[src/hw/rtl/lz77d_ram.sv]
// Generic single-write, single-read RAM with a registered read port.
// No dependencies. Contents are undefined until written.
module lz77d_ram #(
  parameter int WIDTH = 8,
  parameter int DEPTH = 256
) (
  input  logic                     clk,
  input  logic                     we,
  input  logic [$clog2(DEPTH)-1:0] waddr,
  input  logic [WIDTH-1:0]         wdata,
  input  logic                     re,
  input  logic [$clog2(DEPTH)-1:0] raddr,
  output logic [WIDTH-1:0]         rdata
);

  logic [WIDTH-1:0] mem_r [DEPTH];
  logic [WIDTH-1:0] rdata_r;

  always_ff @(posedge clk) begin
    if (we) begin
      mem_r[waddr] <= wdata;
    end
    if (re) begin
      rdata_r <= mem_r[raddr];
    end
  end

  assign rdata = rdata_r;

endmodule

[config.mk]
export PLATFORM = sky130hd
export DESIGN_NAME = lz77d_ram
export DESIGN_NICKNAME = d
export VERILOG_FILES = /design/src/hw/rtl/lz77d_ram.sv
export SDC_FILE = /design/constraint.sdc
export NUM_CORES = 2
export LEC_CHECK = 0
export ABC_CLOCK_PERIOD_IN_PS = 3100
export BUFFER_PORTS_ARGS = -buffer_cell sky130_fd_sc_hd__buf_2
export CORE_ASPECT_RATIO = 0.9
export CORE_MARGIN = 8
export CORE_UTILIZATION = 50
export DETAILED_ROUTE_END_ITERATION = 8
export PLACE_DENSITY = 0.65
export REMOVE_ABC_BUFFERS = 1
export SYNTH_ARGS = -nofsm -noshare
export SYNTH_HDL_FRONTEND = slang
export SYNTH_SLANG_ARGS = --single-unit
[constraint.sdc]
create_clock -name clk -period 3.1 [get_ports clk]
set_input_delay 0.155 -clock clk [delete_from_list [all_inputs] [get_ports clk]]
set_output_delay 0.155 -clock clk [all_outputs]
set_load 0.03 [all_outputs]
==> flow_summary.yaml <==
timing:
  fmax_mhz: 350
  maxSlewViolCount: 0
  finalCriticalPeriod_ns: 2.86
  fin_worst_skew_ns: 0.0333
  hold_viol_final: 0
  relSlewSlack_pct: 13.5
  tightest_slew_ns: 1.28
  setup_viol: 0
  layout_setup_ws_ns: 0.242
  min_period_over_period_pct: 92.2
  holdWs_ns: 0.00132
  grt_setup_unrepaired: "false"
layout:
  drive_above_1_share_pct: 28.2
  layout.cells.most_common: "edfxtp_1"
  finalInstanceArea_um2: 91400
  layout.nets: 4212
  final_cell_mix: "2056 x edfxtp_1, 454 x mux4_2, 400 x buf_4, 279 x nor2_1, 194 x clkbuf_16"
  syn2layout_area_growth_pct: 14.8
  fill_cells: 11430
pwr:
  power.internal_uw: 45100
  finalPower_uw: 56900
  vdd_ir_drop_max_v: 0.000632
  sequentialPowerShare_pct: 53.9
  switching_share_pct: 20.8
  p_leak_uw: 0.0290
  p_comb_share_pct: 5.2
  power_density_nw_per_um2: 623
  p_clk_share_pct: 40.9
  switchingPower_uw: 11800
worst_setup_path:
  cp.arrival_ns: 3.40
  path_class: "register to register"
  r2r_slack_ns: 0.24
  cp_data_required_time_ns: 3.64
  r2r_cells: 7
  worst_setup_path_start_kind: "register"
  cp_max_fo: 1
  crit_path_end_kind: "register"
detailed_routing:
  finalWirelength_um: 198000
  wire_per_inst_um: 30.7
  ant_nets: 0
  drtPass1Iterations: 6
  drt-vias-per-instance: 6.23
  num_vias: 40271
  drc_errors: 0
  first_iter_violations: 5248
global_route:
  met3_usage_pct: 3.99
  antenna_found_initial: 12
  grt_usage_pct: 22.6
  grt_pass1_vias: 39741
  grt_overflow: 0
  grt.busiest_layer: "met2"
  grt_max_degree: 123
  met2_usage_pct: 34.9
  grtUsageMet1_pct: 33.3
  grt_first_pass_wirelength_um: 285000
floorplan:
  core_area_um2: 159000
  die_area_um2: 172000
  rows: 139
  initial_core_util_pct: 50.2
  die_y_um: 395
  die_w_um: 437
  io_pins: 35
placement:
  place_congestion: 0.878
  placed_cell_area_um2: 85200
  port_buffers: 34
  post-place-ws_ns: -0.482
  dp_hpwl_um: 123000
worst_hold_path:
  worstHoldPathCells: 1
  hp-class: "input port to register"
synth:
  ys_ff_latch: 2056
  ys_types: 54
  synthArstFlopShare_pct: 0
  synth_top_flop_cell: "edfxtp_1"
  synth_edf_count: 2056
  yosys_warnings: 0
  avgSynthCellArea_um2: 21.3
  ys_seq_area_share_pct: 77.5
  syn_inst: 3733
  syn_area_um2: 79600
cts:
  clk_pin_slew_ns: 0.06
  cts_tree: "done"
  root_buffer: "clkbuf_16"
  clk_latency_ns: 0.83
  htreeDepth: 4
  clockBufferDepth: 3
  cts_num_sinks: 2056
  cts_buffers: 190
job:
  maxCapViolCount: 0
outcome:
  outcome: "finished, final reports clean"
## area by class of cell
cell class	instances	area, µm²	share of cell area, %
inverter	2	7.51	0.00821
antenna	3	7.51	0.00821
multi-input combinational	1442	16500	18.0
clock inverter	113	1130	1.24
sequential	2056	61700	67.5
clock buffer	235	5010	5.48
tap	2115	2650	2.89
timing repair buffer	493	4390	4.80
## state kept, by name, summed over array words and instances (netlist names)
name   cells
mem_r   2048
rdata      8
## cell usage after synthesis, types with 3 or more instances
cell type  count  area share (%)
nand3_1       34            0.21
edfxtp_1    2056              78
buf_4         27            0.25
o221ai_1      46            0.51
a21oi_1       96            0.60
buf_6         21            0.30
nor2b_1       31            0.24
buf_1         22            0.10
a22o_1         8           0.088
buf_12         8            0.20
a22oi_1      133             1.3
nor3_1        22            0.14
nor2_1       282             1.3
nand2_1       33            0.16
a221oi_1      13            0.14
a211oi_1      16            0.15
buf_2         31            0.19
mux2i_1      134             1.7
o22a_1         5           0.055
clkbuf_1     111            0.52
o21ai_0       10           0.063
o22ai_1       28            0.22
nand4_1       10           0.079
nor4_2         3           0.047
nor4_1        24            0.19
buf_8         13            0.25
o32ai_1        4           0.044
and2_1         6           0.047
nand2b_1       8           0.063
or2_2          4           0.031
o211ai_1      10           0.094
mux4_2       454              13
## kinds of logic (layout without fill, tap and decap cells)
logic type,after synthesis,count (layout),synth area share (%)
flip-flops,2056,2056,77.5
multiplexers,591,591,14.6
AND/OR/NAND/NOR,466,466,2.63
AO/OA/AOI/OAI,385,385,3.42
buffers and inverters,235,843,1.83
other,0,3,0
## power by group through the flow
stage	Sequential, µW	Combinational [µW]	Clock [µW]
CTS	30700	2980	23600
detailed placement	31300	2960	0
finish	30700	2960	23300
global route	30700	3110	24500
global placement	31300	2930	0
floorplan	31300	1080	0
## per-stage QoR
stage	setup TNS [ns]	utilization, %	std cells
after CTS	0	57.6	6456
after global placement	-1.48	53.6	6099
final	0	57.6	6459
after detailed placement	-1.49	53.6	6099
after floorplan	0	-	3500
after global routing	0	57.6	6458
## what timing repair did
action | 4_1_cts | 5_1_grt
endpoints found under the hold margin | 513 | 0
hold buffers | 9 | 0
setup buffers | 0 | 0
resized for setup | 0 | 0
## path summary, 6_finish.rpt
kind                 startpoint            end
hold reg to reg    mem_r[40][3]       rdata[3]
setup reg to reg  mem_r[100][2]       rdata[2]
setup / recovery  mem_r[100][2]       rdata[2]
hold / removal         wdata[5]  mem_r[241][5]
## per-layer routing
| metal | wire length (µm) | part of all wire [%] |
|---|---|---|
| met1 | 80700 | 41 |
| met2 | 93400 | 47 |
| met3 | 18100 | 9.1 |
| met4 | 5800 | 2.9 |
| met5 | 13 | 0.0066 |
## worst max-delay path: stages, from the launching register on
cell and delay (ns):
edfxtp_1 0.37, mux4_2 0.46, nor2b_1 0.17, a211oi_1 0.51
nor3_1 0.16, nor4_1 0.66, buf_4 0.22, nor4_2 0.04
Power figures use the tool's default switching activity.
